==> src/hw/rtl/scd_pkg.sv <==
package scd_pkg;

    localparam logic [1:0] MAGIC_BITS = 2'b11;

    localparam logic [1:0] CMD_NONE   = 2'd0;
    localparam logic [1:0] CMD_START  = 2'd1;
    localparam logic [1:0] CMD_RESET  = 2'd2;
    localparam logic [1:0] CMD_BOUNDS = 2'd3;

    localparam logic [9:0] MM_SCALE = 10'd1000;

    // exponent + product shift above this saturates; bias + mantissa bits
    localparam logic [8:0] SAT_LIMIT  = 9'd141;
    localparam logic [8:0] EXP_OFFSET = 9'd150;
    localparam logic [8:0] SHIFT_ZERO = 9'd25;

    typedef struct packed {
        logic        is_cmd;
        logic        start;
        logic        rst;
        logic        active;
        logic        clear;
        logic [15:0] wmin;
        logic [15:0] wmax;
        logic [31:0] count;
        logic        neg;
        logic        nan;
        logic [7:0]  ex;
        logic [33:0] prod;
    } mid_t;

endpackage

==> src/hw/rtl/setpoint_command_decoder_unit.sv <==
// Requests pass the input, decode/multiply and result registers in turn to m_*.
// Throughput: one request per cycle; input, decode/multiply and result registers
// form a three-stage pipeline that stalls only on m_ready.
// Reset (aresetn low, synchronous): bounds, cache, command count and constraint
// word clear to zero, constraints off, pipeline empty.
module setpoint_command_decoder_unit (
    input  logic        aclk,
    input  logic        aresetn,
    input  logic        s_valid,
    output logic        s_ready,
    input  logic [31:0] s_x_word,
    input  logic [31:0] s_y_word,
    output logic        m_valid,
    input  logic        m_ready,
    output logic        m_is_command,
    output logic        m_start_request,
    output logic        m_reset_request,
    output logic [31:0] m_constraint_word,
    output logic        m_constraints_on,
    output logic [31:0] m_commands_seen
);

    // pipeline control
    logic in_valid_reg, mid_valid_reg, out_valid_reg;
    logic out_free, mid_free, in_free;
    logic in_load, mid_load, out_load;

    assign out_free = !out_valid_reg || m_ready;
    assign mid_free = !mid_valid_reg || out_free;
    assign in_free  = !in_valid_reg || mid_free;
    assign s_ready  = in_free;
    assign in_load  = s_valid && in_free;
    assign mid_load = in_valid_reg && mid_free;
    assign out_load = mid_valid_reg && out_free;

    always_ff @(posedge aclk) begin
        if (!aresetn) begin
            in_valid_reg  <= 1'b0;
            mid_valid_reg <= 1'b0;
            out_valid_reg <= 1'b0;
        end else begin
            in_valid_reg  <= in_load || (in_valid_reg && !mid_free);
            mid_valid_reg <= mid_load || (mid_valid_reg && !out_free);
            out_valid_reg <= out_load || (out_valid_reg && !m_ready);
        end
    end

    // input register
    logic [31:0] in_x_reg, in_y_reg;

    always_ff @(posedge aclk) begin
        if (in_load) begin
            in_x_reg <= s_x_word;
            in_y_reg <= s_y_word;
        end
    end

    // decode, state update, multiply
    logic [15:0] wmin_reg, wmax_reg, wmin_next, wmax_next;
    logic        active_reg, active_next;
    logic [31:0] cached_reg;
    logic        cache_valid_reg;
    logic [31:0] count_reg, count_next;
    logic        cmd, start, rst, clear;
    logic [1:0]  cmd_type;
    logic [31:0] eff;
    logic [33:0] prod;
    scd_pkg::mid_t mid_next, mid_reg;

    always_comb begin
        cmd = (in_x_reg[31:30] == scd_pkg::MAGIC_BITS)
           && (in_y_reg[31:30] == scd_pkg::MAGIC_BITS);
        cmd_type    = in_x_reg[29:28];
        start       = 1'b0;
        rst         = 1'b0;
        clear       = 1'b0;
        wmin_next   = wmin_reg;
        wmax_next   = wmax_reg;
        active_next = active_reg;
        if (cmd) begin
            unique case (cmd_type)
                scd_pkg::CMD_START: begin
                    start = 1'b1;
                end
                scd_pkg::CMD_RESET: begin
                    rst = 1'b1;
                end
                scd_pkg::CMD_BOUNDS: begin
                    wmin_next = in_x_reg[15:0];
                    wmax_next = in_y_reg[15:0];
                    if (in_x_reg[15:0] == 16'd0 && in_y_reg[15:0] == 16'd0) begin
                        active_next = 1'b0;
                        clear       = 1'b1;
                    end else begin
                        active_next = 1'b1;
                    end
                end
                default: begin
                end
            endcase
        end
        count_next = cmd ? count_reg + 32'd1 : count_reg;
        eff        = (cmd && cache_valid_reg) ? cached_reg : in_x_reg;
        prod       = 34'({1'b1, eff[22:0]}) * 34'(scd_pkg::MM_SCALE);

        mid_next.is_cmd = cmd;
        mid_next.start  = start;
        mid_next.rst    = rst;
        mid_next.active = active_next;
        mid_next.clear  = clear;
        mid_next.wmin   = wmin_next;
        mid_next.wmax   = wmax_next;
        mid_next.count  = count_next;
        mid_next.neg    = eff[31];
        mid_next.nan    = (eff[30:23] == 8'hFF) && (eff[22:0] != 23'd0);
        mid_next.ex     = eff[30:23];
        mid_next.prod   = prod;
    end

    always_ff @(posedge aclk) begin
        if (!aresetn) begin
            wmin_reg        <= 16'd0;
            wmax_reg        <= 16'd0;
            active_reg      <= 1'b0;
            cached_reg      <= 32'd0;
            cache_valid_reg <= 1'b0;
            count_reg       <= 32'd0;
        end else if (mid_load) begin
            wmin_reg   <= wmin_next;
            wmax_reg   <= wmax_next;
            active_reg <= active_next;
            count_reg  <= count_next;
            if (!cmd) begin
                cached_reg      <= in_x_reg;
                cache_valid_reg <= 1'b1;
            end
        end
    end

    always_ff @(posedge aclk) begin
        if (mid_load) begin
            mid_reg <= mid_next;
        end
    end

    // round to 24 bits, scale, saturate, form relative bounds
    logic        hi;
    logic [23:0] keep;
    logic        guard, sticky, round_up;
    logic [24:0] keep_r, shifted;
    logic [8:0]  exs, tsh;
    logic        sat;
    logic [15:0] mag, mm;
    logic [31:0] packed_reg, packed_next;

    always_comb begin
        hi       = mid_reg.prod[33];
        keep     = hi ? mid_reg.prod[33:10] : mid_reg.prod[32:9];
        guard    = hi ? mid_reg.prod[9] : mid_reg.prod[8];
        sticky   = hi ? (|mid_reg.prod[8:0]) : (|mid_reg.prod[7:0]);
        round_up = guard && (sticky || keep[0]);
        keep_r   = {1'b0, keep} + 25'(round_up);
        exs      = {1'b0, mid_reg.ex} + (hi ? 9'd10 : 9'd9);
        sat      = exs > scd_pkg::SAT_LIMIT;
        tsh      = scd_pkg::EXP_OFFSET - exs;
        shifted  = keep_r >> tsh[4:0];
        mag      = (tsh >= scd_pkg::SHIFT_ZERO) ? 16'd0 : shifted[15:0];
        if (mid_reg.nan) begin
            mm = 16'd0;
        end else if (mid_reg.neg) begin
            mm = (sat || mag[15]) ? 16'h8000 : (~mag + 16'd1);
        end else begin
            mm = (sat || mag[15]) ? 16'h7FFF : mag;
        end
        if (mid_reg.active) begin
            packed_next = {mid_reg.wmax - mm, mid_reg.wmin - mm};
        end else if (mid_reg.clear) begin
            packed_next = 32'd0;
        end else begin
            packed_next = packed_reg;
        end
    end

    always_ff @(posedge aclk) begin
        if (!aresetn) begin
            packed_reg <= 32'd0;
        end else if (out_load) begin
            packed_reg <= packed_next;
        end
    end

    // result register
    logic        is_cmd_reg, start_reg, rst_reg, on_reg;
    logic [31:0] cword_reg, seen_reg;

    always_ff @(posedge aclk) begin
        if (out_load) begin
            is_cmd_reg <= mid_reg.is_cmd;
            start_reg  <= mid_reg.start;
            rst_reg    <= mid_reg.rst;
            cword_reg  <= packed_next;
            on_reg     <= mid_reg.active;
            seen_reg   <= mid_reg.count;
        end
    end

    assign m_valid           = out_valid_reg;
    assign m_is_command      = is_cmd_reg;
    assign m_start_request   = start_reg;
    assign m_reset_request   = rst_reg;
    assign m_constraint_word = cword_reg;
    assign m_constraints_on  = on_reg;
    assign m_commands_seen   = seen_reg;

    a_flag_needs_cmd: assert property (@(posedge aclk) disable iff (!aresetn)
        m_valid && (m_start_request || m_reset_request) |-> m_is_command)
        else $error("request flag without command");

    a_off_word_zero: assert property (@(posedge aclk) disable iff (!aresetn)
        m_valid && !m_constraints_on |-> m_constraint_word == 32'd0)
        else $error("constraint word nonzero while constraints off");

    a_count_moves_on_load: assert property (@(posedge aclk) disable iff (!aresetn)
        count_reg != $past(count_reg) |-> $past(mid_load))
        else $error("command count changed without a request");

endmodule
==> config.mk <==
export PLATFORM = sky130hd
export DESIGN_NAME = setpoint_command_decoder_unit
export DESIGN_NICKNAME = d
export VERILOG_FILES = /design/src/hw/rtl/scd_pkg.sv /design/src/hw/rtl/setpoint_command_decoder_unit.sv
export SDC_FILE = /design/constraint.sdc
export NUM_CORES = 1
export LEC_CHECK = 0
export BUFFER_PORTS_ARGS = -buffer_cell sky130_fd_sc_hd__buf_2
export CORE_ASPECT_RATIO = 1.25
export CORE_MARGIN = 8
export CORE_UTILIZATION = 40
export DETAILED_ROUTE_END_ITERATION = 10
export PLACE_DENSITY_LB_ADDON = 0.25
export SYNTH_ARGS = -nofsm -noshare
export SYNTH_HDL_FRONTEND = slang
export SYNTH_SLANG_ARGS = --single-unit
==> constraint.sdc <==
create_clock -name aclk -period 13.43 [get_ports aclk]
set_input_delay 1.343 -clock aclk [delete_from_list [all_inputs] [get_ports aclk]]
set_output_delay 1.343 -clock aclk [all_outputs]
set_load 0.02 [all_outputs]
## After elaboration in Yosys (flattened, before gate mapping)

Index checks and enable logic that the tools add are counted.

| word-level totals | value |
|---|---|
| register bits after elaboration | 375 |
| input port bits | 68 |
| output and inout port bits | 70 |
| word-level logic and storage cells | 104 |

| cells by class | value |
|---|---|
| add/sub/neg operators | 7 |
| multipliers | 1 |
| magnitude comparators | 2 |
| eq/ne operators | 6 |
| shifts and indexed selects | 1 |
| multiplexer cells | 23 |
| bitwise logic cells | 2 |
| reductions and logical operators | 32 |

Operators by type and width:

| cell | number |
|---|---|
| $mux 16 | 9 |
| $mux 32 | 4 |
| $add 32x1->32 const B | 1 |
| $logic_not 16->1 | 2 |
| $sub 16x16->16 | 2 |
| $mul 24x7->31 const B | 1 |
| $add 24x1->25 | 1 |
| $shr 25x5->16 | 1 |
| $mux 24 | 1 |
| $reduce_bool 23->1 | 1 |
| $add 16x1->16 const B | 1 |
| $not 16->16 | 1 |
| $logic_and 1x1->1 | 11 |
| $add 8x4->9 | 1 |
| $ge 9x5->1 const B | 1 |
| $gt 9x8->1 const B | 1 |
| $sub 8x9->9 const A | 1 |
| $eq 2x2->1 const B | 4 |
| $eq 8x8->1 const B | 1 |
| $logic_or 1x1->1 | 8 |
| $mux 1 | 8 |
| $logic_not 1->1 | 6 |
| $reduce_or 6->1 | 1 |
| $reduce_or 5->1 | 1 |
| 4 further kinds | 5 |

## Logic depth before layout (Yosys ltp)

Gate-level depths: netlist of run 1.

| logic depth | value |
|---|---|
| depth in word-level cells | 14 |
| gate-level depth with buffers | 37 |
| depth with buffers taken out | 33 |

## Worst setup path before layout of run 1

Ideal clock, no wire load.

| timing path | value |
|---|---|
| path kind | reg-to-reg |
| start point | reg mid_reg (netlist bit hi) |
| end point | reg cword_reg[31], in the netlist m_constraint_word[31] (data pin) |
| setup time | 0.269 ns |
| data arrival time | 7.215 ns |
| data required time | 13.161 ns |
| slack | 5.946 ns |
| stages on the path, launching flop included | 33 |
| path buffers | 5 |
| period minus slack after synthesis | 7.484 ns |
| cell sequence | edfxtp_1 -> buf_6 -> buf_6 -> inv_1 -> clkbuf_1 -> ha_1 -> inv_1 -> fa_1 -> inv_1 -> ha_1 -> inv_1 -> clkbuf_1 -> buf_1 -> nand2_1 -> o22ai_1 -> a21oi_1 -> mux4_2 -> a22oi_1 -> nand3_1 -> nor4_1 -> mux2_2 -> o22ai_1 -> nand2_1 -> ha_1 -> a21oi_1 -> nor2_1 -> a211o_1 -> a41oi_1 -> o2111ai_1 -> a21oi_1 -> xor2_1 -> xor2_1 -> o21ai_0 |

| on the way | value |
|---|---|
| longest elaborated chain between the ends | 13 |
| elaborated cells on any way between the ends | 22 |
| classes of those cells | add/sub (5); order compare (2); shift (1); mux (10); bitwise (1); reduce/logical (3) |

Ends and longest elaborated chain:

| what | line | text |
|---|---|---|
| from (decl) | setpoint_command_decoder_unit.sv:68 | `scd_pkg::mid_t mid_next, mid_reg;` |
| from (signal assigned) | setpoint_command_decoder_unit.sv:142 | `mid_reg <= mid_next;` |
| parallel branches: the longest is 9 deep, another holds $add 16x1->16 | - |  |
| $mux 16 (*) | setpoint_command_decoder_unit.sv:170 | `end else if (mid_reg.neg) begin` |
| $mux 16 (*) | setpoint_command_decoder_unit.sv:168 | `if (mid_reg.nan) begin` |
| $sub 16x16->16 (*) | setpoint_command_decoder_unit.sv:176 | `packed_next = {mid_reg.wmax - mm, mid_reg.wmin - mm};` |
| $mux 32 (*) | setpoint_command_decoder_unit.sv:175 | `if (mid_reg.active) begin` |
| named net packed_next[31] | setpoint_command_decoder_unit.sv:154 | `logic [31:0] packed_reg, packed_next;` |
| to (signal assigned) | setpoint_command_decoder_unit.sv:201 | `cword_reg <= packed_next;` |
| to (decl) | setpoint_command_decoder_unit.sv:194 | `logic [31:0] cword_reg, seen_reg;` |

Mark *: on every way through the listed nets, which the timed path passes.
A chain may end at the register's enable or synchronous reset.

## Final worst setup path of run 1

| timing path | value |
|---|---|
| start point | reg mid_reg (netlist bit hi) |
| end point | reg cword_reg[15], in the netlist m_constraint_word[15] (data pin) |

Same word-level chain as after synthesis.

==> results of run 1 <==
cell usage after synthesis (14+ instances only):
master | number | share of area
a211oi_1 | 16 | 0.0055
a21o_1 | 17 | 0.0058
a21oi_1 | 137 | 0.031
and3_1 | 18 | 0.0051
clkbuf_1 | 78 | 0.013
dfxtp_1 | 133 | 0.12
edfxtp_1 | 228 | 0.31
fa_1 | 85 | 0.077
ha_1 | 116 | 0.066
inv_1 | 101 | 0.017
mux2_2 | 51 | 0.026
mux2i_1 | 60 | 0.027
nand2_1 | 205 | 0.035
nand2b_1 | 21 | 0.0060
nand3_1 | 47 | 0.011
nand3b_1 | 26 | 0.0089
nand4_1 | 28 | 0.0080
nor2_1 | 184 | 0.031
nor3_1 | 69 | 0.016
nor3b_1 | 14 | 0.0048
nor4_1 | 23 | 0.0065
o21a_1 | 17 | 0.0058
o21ai_0 | 95 | 0.022
o31ai_1 | 15 | 0.0051
or3_1 | 37 | 0.011
xnor2_1 | 49 | 0.020
xor2_1 | 58 | 0.023
layout make-up:
type	count	area, µm²
Sequential cell	361	9510
Clock buffer	53	1070
Timing Repair Buffer	143	766
Multi-Input combinational cell	1567	11700
Inverter	104	400
Fill cell	5094	30100
Tap cell	735	920
Clock inverter	17	185
routing by layer:
metal / track usage / up-vias / wire [µm]
met1: 0.203 / 7719 / 22500
met2: 0.287 / 315 / 26200
met4: 0.0522 / 0 / 1360
li1: - / 7847 / -
met5: 0 / - / 0
met3: 0.0248 / 69 / 2100
final timing paths:
check | cells after the start | slack [ps] | end
setup / recovery | 31 | 4020 | m_constraint_word[15]
hold / removal | 0 | 410 | m_commands_seen[11]
setup reg to reg | 31 | 4020 | m_constraint_word[15]
hold reg to reg | 0 | 410 | m_commands_seen[11]
power by group through the flow:
stage                     Sequential, mW  Clock, mW  Combinational [mW]
after floorplan                     1.47          0                1.95
after global placement              1.50          0                2.41
after detailed placement            1.51          0                2.45
after CTS                           1.48       1.08                2.47
after global routing                1.50       1.12                2.77
final                               1.48       1.05                2.47
logic make-up after synthesis:
kind of cell	count (synthesis)	share of synthesized area
AOI/OAI and AO/OA	421	0.123
muxes	120	0.0615
adders and majority gates	201	0.143
xor gates and xnor gates	111	0.0468
buffers and inverters	197	0.0351
and+or+nand+nor	714	0.158
DFF	361	0.432
critical path: cells and delay by family, from the launching register on:
family / cells / cell delay, ps
AOI/OAI and AO/OA: 14 / 3220
xor gates and xnor gates: 1 / 300
adders and majority gates: 4 / 1920
buffers and inverters: 5 / 1720
DFF: 1 / 320
muxes: 3 / 880
and+or+nand+nor: 4 / 750
stage by stage:
| step | hold slack (ps) | worst slack [ps] |
|---|---|---|
| floorplan | 400 | 5950 |
| global placement | 402 | 4100 |
| detailed placement | 405 | 4030 |
| CTS | 418 | 4020 |
| global route | 430 | 3330 |
| finish | 414 | 4020 |
==> results summary, run 1 <==
The number of nets still failing antenna checks after routing is 0. The tool flagged a number of max-cap violations equal to 0. The largest individual stage delay along the critical path comes from the cell ha_1. Setup repair after global routing left no endpoint under its margin. The switching share of total power came out at 0.387. The worst pin sits at a relative slew slack of 0.209. The number of global-route vias before repair is ~16000.

The post-place instance area is between 0.02 and 0.025 mm². The floorplan row count is 96. The TritonCTS buffer count came out at 38.

The post-synthesis register bit count came out at 361. The ratio of cells with drive above 1 in the final layout came out at 0.131. Buffers placed on the I/O ports in this run total 123. The filler-free cell count of the finished design came out at between 2000 and 3000. Overall power consumption after layout is estimated at 5.00 mW. The peak clock frequency supported by timing is ~110 MHz.

The analysis attributes to cell leakage a power of around 9.5 nW. The placeable core region came out at 0.0547 mm². Once placement completed, the tool counted placed cells totaling ~2900. Counting distinct cell types in the post-synthesis netlist gives 85.

In this run the clock root is driven by a clkbuf_16. The total net switching power came out at roughly 1.9 mW. The worst setup path is of the reg2reg kind. In this run, the number of DRC markers left after iteration 0 of detailed routing was 1178. The power density relative to cell area came out at a little over 200 mW/mm². The total non-filler cell area in the finished layout is around 0.025 mm².

For this run, the register share of the synthesized area comes to 0.432. The congestion estimate from routability-driven global placement came to between 0.8 and 0.9. The deepest clock path buffer count is 3.

The die covers about 0.063 mm². The total count of hold-check failures in the final report is 0. The via density per instance came out at 5.35. The die span in y is about 280 µm. The initial standard-cell utilization of the core is 0.402. Buffers added to address setup during post-CTS repair amount to 0.

Of the total power, the clock network draws 0.210. In this run the worst hold path is classified as reg2reg. The count of flip-flops with a built-in enable after synthesis came out at 228. Leaving out fill and tap cells, the most frequent cells in the layout are 228 x edfxtp_1, 203 x nand2_1, 183 x nor2_1. Summed over all layers, the routed wires come to between 50000 and 60000 µm.

The total vias in the final route is ~16000. STA classifies the critical path endpoint as a flip-flop. The horizontal die dimension is approximately 230 µm.

Compared with the post-synthesis result, the final layout area differs by 11.8%. The net count reported at finish is 2484. At the later pin of the worst-skew pair, clock insertion delay measures approximately 550 ps. In this design, the stage delay of the slowest critical-path cell is 770 ps. The minimum clock period came out at ~9400 ps. In the routed design, unresolved DRC markers number 0. 138 I/O pins were placed. The H-tree depth reported by CTS came out at 2.

The net count of the mapped netlist is ~2400. The share of the clock period used by the worst path after layout came out at 0.701. The proportion of register bits with asynchronous set or reset after synthesis is 0. Synthesis produced a netlist whose cell count is around 2100. The number of warnings issued by yosys is 0. The detailed placer's ending HPWL is a little under 40000 µm. The count of hold buffers inserted by post-cts repair came out at 0.

The largest driver fanout on the critical path came out at slightly above 50. Of the total power, combinational logic draws 0.493. The clock-pin slew on the worst setup and hold paths is ~60 ps.

Across the VDD grid, the largest voltage drop is approximately 110 µV. The leading register cell type out of synthesis is edfxtp_1. The antenna diode count is 0. The clock sink count is ~360. In this run the critical register-to-register path is launched from hi.

The transition at the pin with the smallest max-transition slack came out at 1190 ps. The most critical setup path has its startpoint at hi. The pin count of the biggest net entering global routing is a little under 90.

For the worst setup path, the data arrival time is around 9700 ps. The sequential share of power is 0.297. The final global-route overflow total came out at 0. Internal power comes to 3.06 mW. At the end of the flow the core is filled with cells to 0.450. The initial antenna violation count is 0. Across the routed clock network, the largest skew measured is ~12 ps. The global-route wire length before repair came out at approximately 84000 µm. The most common cell after layout, fill and taps aside is edfxtp_1. The synthesized netlist occupies a cell area of 0.0220 mm². Setup total negative slack on the finished layout was measured at 0 ps. The number of search-and-repair iterations in the first detailed-routing pass came out at 5. The flip-flop count of the largest register, all copies and words added is 109.

The per-instance average area after synthesis came out at around 10 µm². After detailed routing, the average wire length per cell comes to around 17 µm. Across every metal layer, demand over resource in global routing totals 0.164. The required time at the worst-slack endpoint came out at ~14000 ps. The max-slew violation count is 0. TritonCTS built the clock tree. STA classifies the critical path startpoint as a flip-flop. The flow ran to the end, and the final reports show no timing, DRC or antenna violations.

Setup violations remaining at the end of the flow were counted as 0. The startpoint identified for the worst hold timing path is mid_reg[55]. The count of instances resized after the clock tree is built is 0.
(Power assumes the default switching activity.)
==> inputs of run 2 (changes only) <==
--- a/config.mk
+++ b/config.mk
@@ -5,6 +5,7 @@
 export SDC_FILE = /design/constraint.sdc
 export NUM_CORES = 1
 export LEC_CHECK = 0
+export ABC_AREA = 1
 export BUFFER_PORTS_ARGS = -buffer_cell sky130_fd_sc_hd__buf_2
 export CORE_ASPECT_RATIO = 1.25
 export CORE_MARGIN = 8
==> constraint.sdc (replaced) <==
create_clock -name aclk -period 7.5 [get_ports aclk]
set_input_delay 0.75 -clock aclk [delete_from_list [all_inputs] [get_ports aclk]]
set_output_delay 0.75 -clock aclk [all_outputs]
set_load 0.02 [all_outputs]
==> results summary, run 2 <==
The run finished with clean final reports. The sequential share of power is 0.324 (+0.027). The switching share of total power is 0.391 (+0.00393).

The required time at the worst-slack endpoint is 7780 ps (-5960 ps). The final global-route overflow total came out at 0 (unchanged). The logic depth of the worst register-to-register path came out at 26 (-16%). The worst slack after detailed placement is 684 ps (-3340 ps). The count of flip-flops with a built-in enable after synthesis is 228 (unchanged).

The instance count of the mapped netlist came to 2673 (+26%). The ratio of cells with drive above 1 in the final layout is 0.115 (-0.0166). The later-pin clock latency in the skew report came out at 560 ps (about the same).

The largest driver fanout on the critical path came out at 22 (-57%). The number of distinct standard cells referenced by the synthesized netlist came out at 61 (-28%). The net count reported at finish is 3035 (+22%).

The post-synthesis register bit count came out at 361 (unchanged). The max-cap check violation count came out at 0 (unchanged). The total net switching power is 3.06 mW (+58%). Ranked by total cell area, the synthesized netlist is headed by edfxtp_1 30%, dfxtp_1 12%, nand2_1 8.0%.

The final count of negative-setup-slack endpoints came out at 0 (unchanged). The element type at the critical path end is a flip-flop. The H-tree depth reported by CTS is 2 (unchanged). The TritonCTS buffer count came to 37 (-2.6%). The worst flop-to-flop path endpoint is hi.

The number of setup buffers added after CTS came out at 0 (unchanged). The placer's final routability congestion estimate is 0.908 (+2.8%). The total vias in the final route is 18000 (+13%).

The hold path endpoint is in_y_reg[15]. The count of cells along the worst hold path came to 1 (+1). The internal power component came out at 4.76 mW (+55%). The sequential share of the synthesized area came to 0.419 (-0.0129). The clock sink count came out at 361 (unchanged). The initial standard-cell utilization of the core is 0.404 (+0.00186).

The critical path is of the reg2reg type. The worst min-delay path startpoint is s_y_word[15]. The detailed placer's ending HPWL came to 43800 µm (+12%). The number of global-route vias before repair is 17800 (+12%). The transition at the pin with the smallest max-transition slack came out at 1110 ps (-79.3 ps). Leaving out fill and tap cells, the most frequent cell in the layout is nand2_1. The minimum clock period came to 6800 ps (-2610 ps). The core utilization of the finished layout was 0.449 (-0.000451).

The number of DRC violations after detailed routing came out at 0 (unchanged). The deepest clock path buffer count came out at 3 (unchanged). The number of search-and-repair iterations in the first detailed-routing pass is 5 (unchanged). The per-instance average area after synthesis is 8.48 µm² (-18%).

The area enclosed by the die boundary is 0.0646 mm² (+2.9%). The share of the clock period used by the worst path after layout came out at 0.907 (+0.206). The horizontal die dimension came out at 229 µm (+1.4%).

The placeable core region is 0.0561 mm² (+2.6%). The die span in y came out at 282 µm (+1.4%). The clock tree from TritonCTS is done. The post-synthesis share of cell area spent on xor and xnor gates came to 0.0263 (-0.0205).

The worst endpoint data arrival time came to 7080 ps (-2640 ps). The number of nets still failing antenna checks after routing came out at 0 (unchanged). The floorplan row count was 97 (+1.0%). The min-delay analysis places its worst path in the category in2reg. The maximum vdd ir drop was 192 µV (+73%).

The mux share of post-synthesis cell area came out at 0.00177 (-0.0598). The power consumption came out at 7.82 mW (+56%). Leaving out fill and tap cells, the most frequent cells in the layout are 484 x nand2_1, 363 x inv_1, 242 x o21ai_0. The share of total power in combinational logic is 0.441 (-0.052). The commonest cells after synthesis are 485 x nand2_1, 366 x inv_1, 242 x o21ai_0, 236 x nand3_1, 228 x edfxtp_1.

Setup repair after global routing left no endpoint under its margin. The category of the worst setup path launch point is a flip-flop. The mapped cell area was 0.0227 mm² (+3.1%). The count of pins on the block boundary is 138 (unchanged). The relative slew slack is 0.261 (+0.0529). The max-slew violation count is 0 (unchanged).

The worst-case setup margin in the final layout is 696 ps (-3320 ps). The number of warnings issued by yosys came to 0 (unchanged). The initial antenna violation count came to 6 (+6). edfxtp_1 takes more of the synthesized area than any other cell. The setup clock skew after layout came out at 42.9 ps (+31.2 ps). The via density per instance came out at 5.09 (-5.0%). The area fraction in and, or, nand and nor cells after synthesis was 0.213 (+0.0554). The total count of hold-check failures in the final report came out at 0 (unchanged). The total negative setup slack came out at 0 ps (unchanged). The power density relative to cell area is 310 mW/mm² (+53%).

The count of hold buffers inserted by post-cts repair is 0 (unchanged). The flip-flop count of the largest register, all copies and words added came to 109 (unchanged). The total leakage power is 11.3 nW (+18%). The overall routed net length is 57000 µm (+9.3%). The clock group share of total power is 0.235 (+0.025).

The most used standard cell by instance count after synthesis is nand2_1. After synthesis, the largest family of logic cells by area is simple AND/OR/NAND/NOR gates. The average routed wire per standard cell came out at 16.1 µm (-7.9%). The adder-cell area share of the yosys netlist is 0.139 (-0.00427). The cell sitting at the root of the clock tree is a clkbuf_16. The global-route wire length before repair came to 92100 µm (+9.5%). The critical path's largest stage delay came out at 580 ps (-190 ps). The count of instances resized after the clock tree is built is 0 (unchanged).

The area fraction in compound gates after synthesis was 0.118 (-0.00555). On the critical path, the stage with the largest delay is an instance of fa_1. The peak clock frequency supported by timing came out at 147 MHz (+38%). The leading register cell type out of synthesis is edfxtp_1. The number of buffers inserted by port buffering is 123 (unchanged).

The minimum setup slack among reg-to-reg paths is 700 ps (-3320 ps). The number of DRC markers in iteration 0 is 1140 (-3.2%). The total of fill cells in the finished design is 5486 (+7.7%). The source of the worst register-to-register timing path is in_x_reg[31].

The proportion of register bits with asynchronous set or reset after synthesis is 0 (unchanged). The overall global routing resource usage came out at 0.173 (+0.00940). The pin count of the biggest net entering global routing was 82 (-7.9%).

The proportion of netlist area held by the largest area contributor was 0.302 (-0.00928). The clock-pin slew on the worst setup and hold paths is 60 ps (about the same). The net count of the mapped netlist is 2942 (+23%). The synthesis-to-finish area growth is 11.1%.
[run 2: cell count changes after synthesis, sizes merged, moves of 36 or more]
cell	before	now
nand2	205	523
inv	101	373
nand3	47	244
o21ai	97	254
mux2i	61	4
mux2	53	0
nor3	69	27
a21oi	137	174
or3	37	0
xnor2	49	12
nor2	184	220
[run 2: area by class of cell]
class / instances / area (µm²) / area share
diodes: 2 / 5.00 / 0.000199
clock buffers: 46 / 1010 / 0.0401
clock inverters: 22 / 223 / 0.00884
inverters: 377 / 1420 / 0.0565
multi-input cells: 1842 / 11300 / 0.449
flip-flops and latches: 361 / 9510 / 0.377
well taps: 742 / 928 / 0.0368
repair buffers: 147 / 796 / 0.0316
[run 2: logic make-up after synthesis]
family	count (synthesis)
and+or+nand+nor	1078
buffers and inverters	470
DFF	361
muxes	4
adders and majority gates	201
AOI/OAI and AO/OA	491
xor gates and xnor gates	68
[run 2: layer usage]
metal,vias up,global-route usage,routed length (µm)
li1,9053,-,-
met1,8439,0.221,25400
met2,388,0.296,27400
met3,112,0.0262,2310
met4,8,0.0605,1830
met5,-,0,57
[run 2: power groups by stage]
stage / sequential [mW] / combinational, mW / clock [mW]
global route: 2.55 / 3.95 / 1.97
finish: 2.53 / 3.45 / 1.84
floorplan: 2.56 / 2.67 / 0
global placement: 2.57 / 3.40 / 0
detailed placement: 2.57 / 3.45 / 0
CTS: 2.53 / 3.47 / 1.90
[run 2: worst max path at each step]
stage            startpoint  endpoint  slack (ps)  depth (start not counted)
2_1_floorplan  in_x_reg[30]        hi        1280                         31
3_3_place_gp   in_x_reg[30]        hi         800                         26
3_5_place_dp   in_x_reg[31]        hi         680                         26
4_1_cts        in_x_reg[30]        hi         670                         26
5_1_grt        in_x_reg[30]        hi         200                         26
6_report       in_x_reg[31]        hi         700                         26
[run 2: through the flow]
step	hold slack (ps)	instance area, µm²	instances
after global routing	354	25200	3537
final	378	25200	3539
after CTS	346	25200	3537
after detailed placement	405	24000	3469
after floorplan	400	22700	2673
after global placement	407	24000	3469
[run 2: worst max-delay path, delay by kind of cell, from the launching register on]
kind | cells | cell delay, ps
fa+ha+maj | 5 | 2410
compound gates | 9 | 2130
buf+inv | 4 | 960
simple gates | 8 | 670
flops | 1 | 380
